**config.mk**
```make
export PLATFORM = sky130hd
export DESIGN_NAME = joint_encoder_tracker
export DESIGN_NICKNAME = d
export VERILOG_FILES = /design/src/design/jet_pkg.sv /design/src/design/jet_unwrap.sv /design/src/design/jet_scale.sv /design/src/design/jet_accum.sv /design/src/design/joint_encoder_tracker.sv
export SDC_FILE = /design/constraint.sdc
export NUM_CORES = 2
export LEC_CHECK = 0
export ABC_CLOCK_PERIOD_IN_PS = 8150
export BUFFER_PORTS_ARGS = -buffer_cell sky130_fd_sc_hd__buf_2
export CAP_MARGIN = 10
export CORE_UTILIZATION = 58
export DETAILED_ROUTE_END_ITERATION = 12
export PLACE_DENSITY = 0.78
export RECOVER_POWER = 25
export SETUP_SLACK_MARGIN = 0.1
export SLEW_MARGIN = 20
export SYNTH_ARGS = -nofsm -noshare
export SYNTH_HDL_FRONTEND = slang
export SYNTH_SLANG_ARGS = --single-unit
```
**constraint.sdc**
```tcl
create_clock -name clk -period 8.15 [get_ports clk]
set_clock_uncertainty 0.05 [all_clocks]
set_input_delay 0.815 -clock clk [delete_from_list [all_inputs] [get_ports clk]]
set_output_delay 0.815 -clock clk [all_outputs]
set_load 0.01 [all_outputs]
```
**src/design/jet_pkg.sv**
```systemverilog
// Shared types and constants for the joint encoder tracker.
// Used by every module of the block; depends on nothing else.
package jet_pkg;

	localparam int JOINT_W  = 2;
	localparam int TORQUE_W = 16;
	localparam int SHAFT_W  = 16;
	localparam int ANGLE_W  = 32;
	localparam int LIMIT_W  = 15;
	localparam int MOD_W    = 17;
	localparam int GAIN_W   = 32;
	localparam int DELTA_W  = 18;
	localparam int PROD_W   = 50;
	localparam int ADDR_W   = 4;
	localparam int DATA_W   = 32;

	localparam int WRAP_HIGH = 50000;
	localparam int WRAP_LOW  = -50000;

	localparam logic OP_INIT    = 1'b0;
	localparam logic OP_CONTROL = 1'b1;

	localparam logic [LIMIT_W-1:0] CURRENT_LIMIT_RST = 15'h7FFF;
	localparam logic [MOD_W-1:0]   SHAFT_MODULUS_RST = 17'h10000;

	localparam logic [ANGLE_W-1:0] VEL_MAX = 32'h7FFF_FFFF;
	localparam logic [ANGLE_W-1:0] VEL_MIN = 32'h8000_0000;

	typedef enum logic [1:0] {
		REG_CURRENT_LIMIT = 2'd0,
		REG_SHAFT_MODULUS = 2'd1,
		REG_ANGLE_GAIN    = 2'd2,
		REG_VELOCITY_GAIN = 2'd3
	} reg_index_t;

	typedef struct packed {
		logic                        opcode;
		logic [JOINT_W-1:0]          joint;
		logic                        ok;
		logic signed [TORQUE_W-1:0]  pid;
		logic signed [TORQUE_W-1:0]  grav;
		logic [SHAFT_W-1:0]          reading;
		logic signed [ANGLE_W-1:0]   init_angle;
	} jet_item_t;

	typedef struct packed {
		logic                        opcode;
		logic [JOINT_W-1:0]          joint;
		logic                        ok;
		logic signed [ANGLE_W-1:0]   init_angle;
		logic signed [TORQUE_W-1:0]  torque;
		logic signed [DELTA_W-1:0]   nd;
	} jet_delta_t;

	typedef struct packed {
		logic                        opcode;
		logic [JOINT_W-1:0]          joint;
		logic                        ok;
		logic signed [ANGLE_W-1:0]   init_angle;
		logic signed [TORQUE_W-1:0]  torque;
		logic signed [PROD_W-1:0]    pa;
		logic signed [PROD_W-1:0]    pv;
	} jet_prod_t;

	typedef struct packed {
		logic [JOINT_W-1:0]          joint;
		logic signed [TORQUE_W-1:0]  torque;
		logic signed [ANGLE_W-1:0]   angle;
		logic signed [ANGLE_W-1:0]   velocity;
	} jet_result_t;

endpackage

```
**src/design/jet_unwrap.sv**
```systemverilog
// Stage 1: last shaft reading memory, multiturn unwrap of the shaft delta and torque clamp.
// Depends on jet_pkg.
module jet_unwrap #(
	parameter int JOINTS = 4
) (
	input  logic                            clk,
	input  logic                            arst_n,
	input  logic                            accept,
	input  jet_pkg::jet_item_t              item,
	input  logic                            adv_s1,
	input  logic [jet_pkg::LIMIT_W-1:0]     current_limit,
	input  logic [jet_pkg::MOD_W-1:0]       shaft_modulus,
	output jet_pkg::jet_delta_t             delta_s2
);
	import jet_pkg::*;

	localparam int AW = (JOINTS > 1) ? $clog2(JOINTS) : 1;
	localparam int IW = (AW > JOINT_W) ? AW : JOINT_W;

	logic [SHAFT_W-1:0]        shaft_mem [JOINTS];
	logic [JOINTS-1:0]         shaft_vld_q;
	jet_item_t                 item_s1;
	logic [SHAFT_W-1:0]        rd_shaft_s1;
	logic                      rd_vld_s1;
	logic                      sw_vld_q;
	logic [JOINT_W-1:0]        sw_joint_q;
	logic [SHAFT_W-1:0]        sw_val_q;
	logic [IW-1:0]             jx_in;
	logic [IW-1:0]             jx_s1;
	logic [AW-1:0]             addr_in;
	logic [AW-1:0]             addr_s1;
	logic [SHAFT_W-1:0]        prev;
	logic signed [16:0]        rawn;
	logic signed [DELTA_W-1:0] rawn_x;
	logic signed [DELTA_W-1:0] mod_x;
	logic signed [DELTA_W-1:0] nd;
	logic signed [16:0]        sum;
	logic signed [16:0]        lim;
	logic signed [16:0]        clamped;
	jet_delta_t                delta_d;

	assign jx_in   = IW'(item.joint);
	assign addr_in = jx_in[AW-1:0];
	assign jx_s1   = IW'(item_s1.joint);
	assign addr_s1 = jx_s1[AW-1:0];

	// Read at acceptance; the stored reading is rewritten when the item leaves stage 1.
	always_ff @(posedge clk) begin
		if (accept) begin
			item_s1     <= item;
			rd_shaft_s1 <= shaft_mem[addr_in];
			rd_vld_s1   <= shaft_vld_q[addr_in];
		end
		if (adv_s1 && item_s1.ok) begin
			shaft_mem[addr_s1] <= item_s1.reading;
		end
	end

	always_ff @(posedge clk or negedge arst_n) begin
		if (!arst_n) begin
			shaft_vld_q <= '0;
			sw_vld_q    <= 1'b0;
			sw_joint_q  <= '0;
		end else if (adv_s1 && item_s1.ok) begin
			shaft_vld_q[addr_s1] <= 1'b1;
			sw_vld_q             <= 1'b1;
			sw_joint_q           <= item_s1.joint;
		end
	end

	always_ff @(posedge clk) begin
		if (adv_s1 && item_s1.ok) begin
			sw_val_q <= item_s1.reading;
		end
	end

	// The most recent write may have landed on the same edge as our read.
	always_comb begin
		if (!item_s1.ok) begin
			prev = '0;
		end else if (sw_vld_q && (sw_joint_q == item_s1.joint)) begin
			prev = sw_val_q;
		end else if (rd_vld_s1) begin
			prev = rd_shaft_s1;
		end else begin
			prev = '0;
		end
	end

	// Work with the negated delta so the multiplier output needs no negation.
	always_comb begin
		rawn   = $signed({1'b0, prev}) - $signed({1'b0, item_s1.reading});
		rawn_x = DELTA_W'(rawn);
		mod_x  = $signed({1'b0, shaft_modulus});
		if (rawn < WRAP_LOW) begin
			nd = rawn_x + mod_x;
		end else if (rawn > WRAP_HIGH) begin
			nd = rawn_x - mod_x;
		end else begin
			nd = rawn_x;
		end
	end

	always_comb begin
		sum = 17'(item_s1.pid) + 17'(item_s1.grav);
		lim = $signed({2'b00, current_limit});
		if (sum > lim) begin
			clamped = lim;
		end else if (sum < -lim) begin
			clamped = -lim;
		end else begin
			clamped = sum;
		end
	end

	always_comb begin
		delta_d.opcode     = item_s1.opcode;
		delta_d.joint      = item_s1.joint;
		delta_d.ok         = item_s1.ok;
		delta_d.init_angle = item_s1.init_angle;
		delta_d.nd         = nd;
		if (item_s1.opcode == OP_CONTROL) begin
			delta_d.torque = clamped[TORQUE_W-1:0];
		end else begin
			delta_d.torque = '0;
		end
	end

	always_ff @(posedge clk) begin
		if (adv_s1) begin
			delta_s2 <= delta_d;
		end
	end

	a_shaft_bypass: assert property (@(posedge clk) disable iff (!arst_n)
		(adv_s1 && item_s1.ok) |=> (sw_vld_q && sw_val_q == $past(item_s1.reading)))
		else $error("shaft bypass register missed a write");

endmodule

```
**src/design/jet_scale.sv**
```systemverilog
// Stage 2: scales the negated shaft delta by the angle and velocity gains.
// Depends on jet_pkg.
module jet_scale (
	input  logic                        clk,
	input  logic                        adv_s2,
	input  jet_pkg::jet_delta_t         delta_s2,
	input  logic [jet_pkg::GAIN_W-1:0]  angle_gain,
	input  logic [jet_pkg::GAIN_W-1:0]  velocity_gain,
	output jet_pkg::jet_prod_t          prod_s3
);
	import jet_pkg::*;

	logic signed [PROD_W:0] pa_full;
	logic signed [PROD_W:0] pv_full;

	// Signed 18 bit delta times unsigned 32 bit Q8.24 gain; the product fits in 50 bits.
	assign pa_full = delta_s2.nd * $signed({1'b0, angle_gain});
	assign pv_full = delta_s2.nd * $signed({1'b0, velocity_gain});

	always_ff @(posedge clk) begin
		if (adv_s2) begin
			prod_s3.opcode     <= delta_s2.opcode;
			prod_s3.joint      <= delta_s2.joint;
			prod_s3.ok         <= delta_s2.ok;
			prod_s3.init_angle <= delta_s2.init_angle;
			prod_s3.torque     <= delta_s2.torque;
			prod_s3.pa         <= pa_full[PROD_W-1:0];
			prod_s3.pv         <= pv_full[PROD_W-1:0];
		end
	end

endmodule

```
**src/design/jet_accum.sv**
```systemverilog
// Stage 3: joint angle memory, angle accumulation, velocity saturation and the result register.
// Depends on jet_pkg.
module jet_accum #(
	parameter int JOINTS = 4
) (
	input  logic                  clk,
	input  logic                  arst_n,
	input  logic                  adv_s2,
	input  jet_pkg::jet_delta_t   delta_s2,
	input  logic                  adv_s3,
	input  jet_pkg::jet_prod_t    prod_s3,
	output jet_pkg::jet_result_t  result_q
);
	import jet_pkg::*;

	localparam int AW = (JOINTS > 1) ? $clog2(JOINTS) : 1;
	localparam int IW = (AW > JOINT_W) ? AW : JOINT_W;

	logic [ANGLE_W-1:0]   angle_mem [JOINTS];
	logic [JOINTS-1:0]    angle_vld_q;
	logic [ANGLE_W-1:0]   rd_angle_s3;
	logic                 rd_vld_s3;
	logic                 aw_vld_q;
	logic [JOINT_W-1:0]   aw_joint_q;
	logic [ANGLE_W-1:0]   aw_val_q;
	logic [IW-1:0]        jx_s2;
	logic [IW-1:0]        jx_s3;
	logic [AW-1:0]        addr_s2;
	logic [AW-1:0]        addr_s3;
	logic [ANGLE_W-1:0]   base;
	logic [ANGLE_W-1:0]   new_angle;
	logic signed [42:0]   vfull;
	logic                 sat_hi;
	logic                 sat_lo;
	logic [ANGLE_W-1:0]   vel;
	jet_result_t          result_d;

	assign jx_s2   = IW'(delta_s2.joint);
	assign addr_s2 = jx_s2[AW-1:0];
	assign jx_s3   = IW'(prod_s3.joint);
	assign addr_s3 = jx_s3[AW-1:0];

	// Read as the item enters stage 3, write back as it leaves.
	always_ff @(posedge clk) begin
		if (adv_s2) begin
			rd_angle_s3 <= angle_mem[addr_s2];
			rd_vld_s3   <= angle_vld_q[addr_s2];
		end
		if (adv_s3 && prod_s3.ok) begin
			angle_mem[addr_s3] <= new_angle;
			aw_val_q           <= new_angle;
		end
		if (adv_s3) begin
			result_q <= result_d;
		end
	end

	always_ff @(posedge clk or negedge arst_n) begin
		if (!arst_n) begin
			angle_vld_q <= '0;
			aw_vld_q    <= 1'b0;
			aw_joint_q  <= '0;
		end else if (adv_s3 && prod_s3.ok) begin
			angle_vld_q[addr_s3] <= 1'b1;
			aw_vld_q             <= 1'b1;
			aw_joint_q           <= prod_s3.joint;
		end
	end

	always_comb begin
		if (!prod_s3.ok) begin
			base = '0;
		end else if (aw_vld_q && (aw_joint_q == prod_s3.joint)) begin
			base = aw_val_q;
		end else if (rd_vld_s3) begin
			base = rd_angle_s3;
		end else begin
			base = '0;
		end
	end

	// Q8.24 to Q16.16 with round half up: drop 8 bits and add back bit 7.
	always_comb begin
		if (prod_s3.opcode == OP_CONTROL) begin
			new_angle = base + prod_s3.pa[39:8] + ANGLE_W'(prod_s3.pa[7]);
		end else begin
			new_angle = prod_s3.init_angle;
		end
		vfull  = $signed({prod_s3.pv[PROD_W-1], prod_s3.pv[PROD_W-1:8]})
			+ $signed({42'd0, prod_s3.pv[7]});
		sat_hi = !vfull[42] && (vfull[41:31] != '0);
		sat_lo = vfull[42] && (vfull[41:31] != '1);
		if (prod_s3.opcode != OP_CONTROL) begin
			vel = '0;
		end else if (sat_hi) begin
			vel = VEL_MAX;
		end else if (sat_lo) begin
			vel = VEL_MIN;
		end else begin
			vel = vfull[31:0];
		end
		result_d.joint    = prod_s3.joint;
		result_d.torque   = prod_s3.torque;
		result_d.angle    = new_angle;
		result_d.velocity = vel;
	end

	a_angle_bypass: assert property (@(posedge clk) disable iff (!arst_n)
		(adv_s3 && prod_s3.ok) |=> (aw_vld_q && aw_val_q == $past(new_angle)))
		else $error("angle bypass register missed a write");

	a_init_angle: assert property (@(posedge clk) disable iff (!arst_n)
		(adv_s3 && prod_s3.opcode == OP_INIT) |=>
		(result_q.velocity == '0 && result_q.angle == $past(prod_s3.init_angle)))
		else $error("init item produced a wrong result");

endmodule

```
**src/design/joint_encoder_tracker.sv**
```systemverilog
// Top level of the joint encoder tracker: handshake, configuration registers and pipeline.
// Depends on jet_pkg, jet_unwrap, jet_scale and jet_accum.
//
//  Channel   Direction  Handshake              Content
//  item      in         item_valid/item_stall  opcode, joint, torque requests, shaft, angle
//  result    out        result_valid/result_stall  joint_out, torque, angle, velocity
//  config    in         APB psel/penable       four registers at byte addresses 0, 4, 8, 12
//
// One item is taken per cycle while item_stall is low; each result passes stages 1, 2
// and 3 and the output register. The throughput is set by the per-joint read-modify-write
// of the two state memories, which forwarding keeps at one item per cycle without stalls,
// even for the same joint back to back. Reset clears the per-entry valid bits, so all
// joints read as zero at once; no clearing pass is needed. A stalled result stalls only
// the full stages behind it: bubbles are squeezed out, input stalls only when all are full.
module joint_encoder_tracker #(
	parameter int JOINTS = 4
) (
	input  logic                                  clk,
	input  logic                                  arst_n,
	// Item channel.
	input  logic                                  item_valid,
	output logic                                  item_stall,
	input  logic                                  opcode,
	input  logic [jet_pkg::JOINT_W-1:0]           joint,
	input  logic signed [jet_pkg::TORQUE_W-1:0]   pid_command,
	input  logic signed [jet_pkg::TORQUE_W-1:0]   gravity_command,
	input  logic [jet_pkg::SHAFT_W-1:0]           shaft_reading,
	input  logic signed [jet_pkg::ANGLE_W-1:0]    initial_angle,
	// Result channel.
	output logic                                  result_valid,
	input  logic                                  result_stall,
	output logic [jet_pkg::JOINT_W-1:0]           joint_out,
	output logic signed [jet_pkg::TORQUE_W-1:0]   torque_command,
	output logic signed [jet_pkg::ANGLE_W-1:0]    angle_out,
	output logic signed [jet_pkg::ANGLE_W-1:0]    velocity_out,
	// Configuration port.
	input  logic                                  psel,
	input  logic                                  penable,
	input  logic                                  pwrite,
	input  logic [jet_pkg::ADDR_W-1:0]            paddr,
	input  logic [jet_pkg::DATA_W-1:0]            pwdata,
	output logic [jet_pkg::DATA_W-1:0]            prdata,
	output logic                                  pready
);
	import jet_pkg::*;

	logic [LIMIT_W-1:0] current_limit_q;
	logic [MOD_W-1:0]   shaft_modulus_q;
	logic [GAIN_W-1:0]  angle_gain_q;
	logic [GAIN_W-1:0]  velocity_gain_q;
	reg_index_t         reg_sel;

	logic        valid_s1;
	logic        valid_s2;
	logic        valid_s3;
	logic        out_valid_q;
	logic        accept;
	logic        adv_s1;
	logic        adv_s2;
	logic        adv_s3;
	jet_item_t   item;
	jet_delta_t  delta_s2;
	jet_prod_t   prod_s3;
	jet_result_t result_q;

	// Configuration registers. A write completes in the APB access phase.
	assign pready  = 1'b1;
	assign reg_sel = reg_index_t'(paddr[3:2]);

	always_ff @(posedge clk or negedge arst_n) begin
		if (!arst_n) begin
			current_limit_q <= CURRENT_LIMIT_RST;
			shaft_modulus_q <= SHAFT_MODULUS_RST;
			angle_gain_q    <= '0;
			velocity_gain_q <= '0;
		end else if (psel && penable && pwrite && pready) begin
			case (reg_sel)
				REG_CURRENT_LIMIT: current_limit_q <= pwdata[LIMIT_W-1:0];
				REG_SHAFT_MODULUS: shaft_modulus_q <= pwdata[MOD_W-1:0];
				REG_ANGLE_GAIN:    angle_gain_q    <= pwdata[GAIN_W-1:0];
				REG_VELOCITY_GAIN: velocity_gain_q <= pwdata[GAIN_W-1:0];
				default: begin
				end
			endcase
		end
	end

	always_comb begin
		case (reg_sel)
			REG_CURRENT_LIMIT: prdata = DATA_W'(current_limit_q);
			REG_SHAFT_MODULUS: prdata = DATA_W'(shaft_modulus_q);
			REG_ANGLE_GAIN:    prdata = angle_gain_q;
			REG_VELOCITY_GAIN: prdata = velocity_gain_q;
			default:           prdata = '0;
		endcase
	end

	// Pipeline control. Each stage moves when the stage ahead of it is empty or moving,
	// so result_stall reaches item_stall combinationally through the advance signals.
	assign adv_s3     = valid_s3 && (!out_valid_q || !result_stall);
	assign adv_s2     = valid_s2 && (!valid_s3 || adv_s3);
	assign adv_s1     = valid_s1 && (!valid_s2 || adv_s2);
	assign item_stall = valid_s1 && !adv_s1;
	assign accept     = item_valid && !item_stall;

	always_ff @(posedge clk or negedge arst_n) begin
		if (!arst_n) begin
			valid_s1    <= 1'b0;
			valid_s2    <= 1'b0;
			valid_s3    <= 1'b0;
			out_valid_q <= 1'b0;
		end else begin
			valid_s1    <= accept || (valid_s1 && !adv_s1);
			valid_s2    <= adv_s1 || (valid_s2 && !adv_s2);
			valid_s3    <= adv_s2 || (valid_s3 && !adv_s3);
			out_valid_q <= adv_s3 || (out_valid_q && result_stall);
		end
	end

	// A joint index past the table acts on zero state and writes nothing back.
	always_comb begin
		item.opcode     = opcode;
		item.joint      = joint;
		item.ok         = ({30'd0, joint} < JOINTS);
		item.pid        = pid_command;
		item.grav       = gravity_command;
		item.reading    = shaft_reading;
		item.init_angle = initial_angle;
	end

	jet_unwrap #(
		.JOINTS(JOINTS)
	) u_unwrap (
		.clk           (clk),
		.arst_n        (arst_n),
		.accept        (accept),
		.item          (item),
		.adv_s1        (adv_s1),
		.current_limit (current_limit_q),
		.shaft_modulus (shaft_modulus_q),
		.delta_s2      (delta_s2)
	);

	jet_scale u_scale (
		.clk           (clk),
		.adv_s2        (adv_s2),
		.delta_s2      (delta_s2),
		.angle_gain    (angle_gain_q),
		.velocity_gain (velocity_gain_q),
		.prod_s3       (prod_s3)
	);

	jet_accum #(
		.JOINTS(JOINTS)
	) u_accum (
		.clk      (clk),
		.arst_n   (arst_n),
		.adv_s2   (adv_s2),
		.delta_s2 (delta_s2),
		.adv_s3   (adv_s3),
		.prod_s3  (prod_s3),
		.result_q (result_q)
	);

	assign result_valid   = out_valid_q;
	assign joint_out      = result_q.joint;
	assign torque_command = result_q.torque;
	assign angle_out      = result_q.angle;
	assign velocity_out   = result_q.velocity;

	a_accept_fills_s1: assert property (@(posedge clk) disable iff (!arst_n)
		accept |=> valid_s1)
		else $error("accepted item did not reach stage 1");

	a_no_phantom_result: assert property (@(posedge clk) disable iff (!arst_n)
		(!out_valid_q && !valid_s3) |=> !out_valid_q)
		else $error("result appeared with no item in stage 3");

	a_stall_only_when_full: assert property (@(posedge clk) disable iff (!arst_n)
		item_stall |-> (valid_s1 && valid_s2 && valid_s3 && out_valid_q))
		else $error("item side stalled with a free pipeline slot");

endmodule

```
# == Yosys cells after proc, flatten, opt, wreduce, memory -nomap -nowiden ==
# Memories as Yosys holds them, arrays and structs flattened. A register that Yosys moved wholly into a read port is not among the register bits.
# Index checks and enable logic that the tools add are counted.
# classes
n_reduce_logical,40
bitwise,4
n_mul,2
eq_ne,6
n_mux,24
add_sub_neg,8
order_cmp,10
# ops
operator,n
2-to-1 mux 32 bit,4
one-hot mux 32 bit (4 select lines),1
multiplier 18 x 33 -> 50 bit,1
2-to-1 mux 16 bit,3
adder 42 x 2 -> 43 bit,1
multiplier 18 x 33 -> 40 bit,1
2-to-1 mux 18 bit,2
adder 32 x 1 -> 32 bit,1
adder 32 bit,1
2-to-1 mux 31 bit,1
adder 17 x 18 -> 18 bit,1
subtractor 17 x 18 -> 18 bit,1
adder 16 x 16 -> 17 bit,1
> comparator 17 x 16 -> 1 bit,1
> comparator 17 bit (second input constant),1
less-than comparator 17 bit,1
less-than comparator 17 bit (second input constant),1
negator 15 -> 17 bit,1
subtractor 16 x 16 -> 17 bit,1
logical AND 1 bit,16
2-to-1 mux 15 bit,1
less-than comparator 2 x 3 -> 1 bit (second input constant),4
!= test 11 bit (second input constant),1
nonzero test 11 bit,1
14 further kinds,46
# word_totals
in_bits,126
memories,2
reg_bits,507
wordCells,136
out_inout_bits,117
ramBits,192
# mem_list
name,depth,width,rd,rd_ports_with_merged_regs,wr,line,rtl
u_accum.angle_mem,4,32,1,1,1,jet_accum.sv:19,logic [ANGLE_W-1:0] angle_mem [JOINTS];
u_unwrap.shaft_mem,4,16,1,1,1,jet_unwrap.sv:20,logic [SHAFT_W-1:0] shaft_mem [JOINTS];

# == Longest topological paths before layout ==
# depth
ltp_word,12
ltp_mapped,28
ltp_nobuf,25

# == Cells and area by module ==
# From an unflattened synthesis, not the netlist that was laid out.
# unflattened
cells_unflattened,6804
hier_area_um2,73382.9
# modules_own_cells
module,seq_area_each_um2,instances,area_each_um2,cells_per_inst
jet_scale,4564.4,1,42141.7,4558
jet_unwrap,7712.4,1,13442.9,1034
jet_accum,8433.1,1,13327.8,930
joint_encoder_tracker,2522.4,1,4470.5,282

# == Least setup slack after synthesis ==
# No wires, ideal clock.
# synth_path
path_type,input port to flip-flop
start,input result_stall
end,"register u_accum.rd_angle_s3[0] (read register of u_accum.angle_mem), enable pin"
cell_stages,2
t_required_ps,7399
slack_ps,-664
n_path_buf,0
t_arrival_ps,8063
setup_ps,701
path_cell_list,and3_1 > nor2b_1
# synth_between
elab_chain_cells,5
# synth_lines
element,line,rtl
start: declaration,joint_encoder_tracker.sv:31,"input logic result_stall,"
zero test 1 bit,joint_encoder_tracker.sv:100,assign adv_s3 = valid_s3 && (!out_valid_q || !result_stall);
logical OR 1 bit,joint_encoder_tracker.sv:100,
logical AND 1 bit,joint_encoder_tracker.sv:100,
logical OR 1 bit,joint_encoder_tracker.sv:101,assign adv_s2 = valid_s2 && (!valid_s3 || adv_s3);
logical AND 1 bit,joint_encoder_tracker.sv:101,
named net adv_s2,joint_encoder_tracker.sv:59,logic adv_s2;
end: declaration,jet_accum.sv:21,logic [ANGLE_W-1:0] rd_angle_s3;
# The timed path passes the listed nets, and every way through them passes these cells.
# A chain may end at the register's enable or synchronous reset.

# == Final worst setup path ==
# layout_path
start,"register, netlist name u_unwrap.delta_s2[7]"
end,"register, netlist name u_scale.prod_s3[48]"
# layout_between
elab_chain_cells,1
# layout_lines
element,line,rtl
multiplier 18 x 33 -> 50 bit,jet_scale.sv:18,"assign pv_full = delta_s2.nd * $signed({1'b0, velocity_gain});"
named net u_scale.pv_full[48],jet_scale.sv:14,logic signed [PROD_W:0] pv_full;
# The timed path passes the listed nets, and every way through them passes these cells.

==> results.tsv <==
metric	value	unit
Clock Latency Late Sink	0.68	ns
run status	finished, violations left	
CTS-repair resized insts	0	
drt total wl	166	mm
first-iteration detailed-routing DRC count	3989	
Clock Pin Slew Worst Setup and Hold Paths	0.06	ns
vias after detailed routing	46114	
# DRC	18	
Num CTS Buffers	78	
Worst R2R Start	u_unwrap.delta_s2[7]$_DFFE_PP_	
crit path max fanout	15	
Max-slew headroom	-153	%
Post-Synth XOR/XNOR Area	2.33	%
final worst path period share	93.4	%
measured slew at the worst slew-check pin	3.80	ns
Reg2Reg Capture Point	u_scale.prod_s3[48]$_DFFE_PP_	
layout cells sized above 1	11.0	%
# port buffers	239	
post-synthesis simple-gate area fraction	13.1	%
Reg2Reg Setup Slack	0.54	ns
Synth async-reset ratio	15.6	%
Via density	5.76	
most frequent cell after synthesis	inv_1	
RSZ-0062 raised after global routing	false	
overall die width	342	um
most frequent cell on the critical path	fa_1	
crit start category	flop	
cell taking the most area after synthesis	edfxtp_1	
CP Launch Point	u_unwrap.delta_s2[7]$_DFFE_PP_	
failing checks	DRC, capacitance limit, slew limit	
antenna violations before repair	6	
Post-Synth Adder-Cell Area	34.8	%
CTS max path bufs	3	
Syn Nets	7758	
final hold viol count	0	
Worst setup endpoint	u_scale.prod_s3[48]$_DFFE_PP_	
Synth Area per Inst	10.6	um2
r2r worst-path depth	24	
max_cap viols	5	
DR pass1 iterations	10	
Post-synth EDFFs	619	
Inst Count DP	7864	
crit path DAT	7.97	ns
Slowest-stage cell, CP	edfxtp_1	
Layout area overhead	8.27	%
Antenna Nets Post-Route	0	
Finished Core Util	63.4	%
routed len/inst	20.7	um
Netlist cell types	80	
crit-path max cell delay	0.97	ns
Final TNS setup	0	ns
Hold Buf Count CTS	0	
final setup fails	0	
first-pass GRT wire length	265	mm
mux contribution to synthesized area	4.30	%
CTS sink cnt	733	
Max Fclk	0.131	GHz
Yosys reg bits	733	
largest net degree at the start of global routing	112	
Max Slew Vio Count	206	
Die Ht	342	um
GRT overflow	0	
Worst Hold Depth	1	
Initial Util	58.5	%
H-tree depth	3	
Worst EP required	8.51	ns
hpwl dp	123	mm
die area	0.117	mm2
CTS tree	done	
clk root buf	clkbuf_16	
Cell Chain, Critical Path	buf_4, and2_1, fa_1, inv_1, fa_1, fa_1, inv_1, fa_1, fa_1, inv_1, fa_1, inv_1, ha_1, nand4_1, o221ai_1, a221oi_1, or2_2, o211ai_1, a41o_1, o21ai_1, nor2_1, or3_1, a21oi_1, xnor2_1	
final net count	7872	
post-synth top area share	27.7	%
top post-synthesis cells by count	inv_1 (1,200), nand2_1 (934), fa_1 (922), edfxtp_1 (619), ha_1 (389)	
row count	124	
register area share after synthesis	32.0	%
time the worst path needs with I/O delays and setup	7.61	ns
Total GRT Usage	29.3	%
Mapped Cells	6321	
routability congestion estimate	0.957	
Worst path depth	24	
delay-heaviest family, CP	adder cells	
core area	0.115	mm2
vias in the first global route	48942	
top cells by area, synth	edfxtp_1 (28%), fa_1 (28%), ha_1 (7.3%)	
kind of critical path	flop to flop	
crit path buf inv count	5	
Hold Path Class	input pin to flop	
Worst Setup End Kind	flop	
Synth Area in Compound Gates	4.82	%
dominant synthesized flop cell	edfxtp_1	
Synth Cell Area	0.0670	mm2
synth warn	0	
total I/O pin count	243	
main combinational cell family by area after synthesis	adder cells	
fin cells	8010	
post-CTS setup buffers	0	
[through the flow]
stage	hold slack, ns	setup WS (ns)	cell area, um2
6_report	0.265	0.540	72600
5_1_grt	0.247	0.206	72600
4_1_cts	0.106	0.490	72500
3_5_place_dp	0.355	0.551	69900
3_3_place_gp	0.353	0.563	69900
2_1_floorplan	0.350	1.42	67000
[state kept, by name, summed over array words and instances (netlist names), 16 cells and up]
| register | count |
|---|---|
| u_accum.angle_mem | 128 |
| u_unwrap.shaft_mem | 64 |
| shaft_modulus_q | 17 |
| u_accum.rd_angle_s3 | 32 |
| u_accum.result_q | 50 |
| angle_gain_q | 32 |
| u_unwrap.item_s1 | 48 |
| u_unwrap.rd_shaft_s1 | 16 |
| u_unwrap.sw_val_q | 16 |
| u_accum.aw_val_q | 32 |
| u_scale.prod_s3 | 127 |
| u_unwrap.delta_s2 | 69 |
| velocity_gain_q | 32 |
| u_unwrap.delta_d | 33 |
[cells in the final DEF, fill, tap and decap left out, drive strengths merged, types with 31 or more instances in the layout]
master     n
a21o      56
mux2     111
nand2b    40
mux4      65
nor2b     50
and2     367
clkbuf   109
o21ai    134
o21a      31
a21oi    140
xor2      65
dfrtp     98
and3      31
xnor2    113
nand2    935
nor3      49
fa       922
buf      354
ha       389
inv     1207
edfxtp   619
nor2     166
nand3    116
[logic make-up after synthesis]
group | after synthesis
simple gates | 1868
buf+inv | 1530
fa+ha+maj | 1311
flops | 733
compound gates | 507
mux | 193
xor+xnor | 178
other cells | 1
[worst reg2reg max path: cells and delay by family (launching register included)]
kind	cells	cell delay, ns
AOI/OAI and AO/OA	6	1.36
xor gates and xnor gates	1	0.08
adders and majority gates	7	3.20
buffers and inverters	5	0.61
DFF	1	0.97
and+or+nand+nor	5	1.08
[final cells by class]
type / instances / area, um2
diodes: 3 / 7.51
well taps: 1512 / 1890
clock inverters: 41 / 424
clock buffers: 99 / 2160
multi-input cells: 4058 / 39900
repair buffers: 364 / 2240
fillers: 8734 / 41900
flip-flops and latches: 733 / 21500
inverters: 1200 / 4510
[routing by layer]
layer  routed length (um)  vias up  track usage [%]
met5                   10        -                0
met4                 7150        2             12.5
met3                15600      435             5.41
met2                78800     2273             47.1
met1                64400    23223             39.1
li1                     -    20181                -
[how the worst min path moves through the flow]
| stage | from | endpoint | slack, ns |
|---|---|---|---|
| finish | gravity_command[0] | u_unwrap.item_s1[48]$_DFFE_PP_ | 0.27 |
| global route | shaft_reading[6] | u_unwrap.item_s1[38]$_DFFE_PP_ | 0.25 |
| CTS | arst_n | shaft_modulus_q[4]$_DFFE_PN0P_ | 0.11 |
| detailed placement | u_scale.prod_s3[105]$_DFFE_PP_ | u_accum.result_q[69]$_DFFE_PP_ | 0.35 |
| global placement | u_unwrap.delta_d[65]$_DFFE_PP_ | u_unwrap.delta_s2[65]$_DFFE_PP_ | 0.35 |
| floorplan | u_scale.prod_s3[100]$_DFFE_PP_ | u_accum.result_q[64]$_DFFE_PP_ | 0.35 |
Power is not shown: default switching activity piles up to over one toggle a cycle in this logic, so the estimate is an artifact.
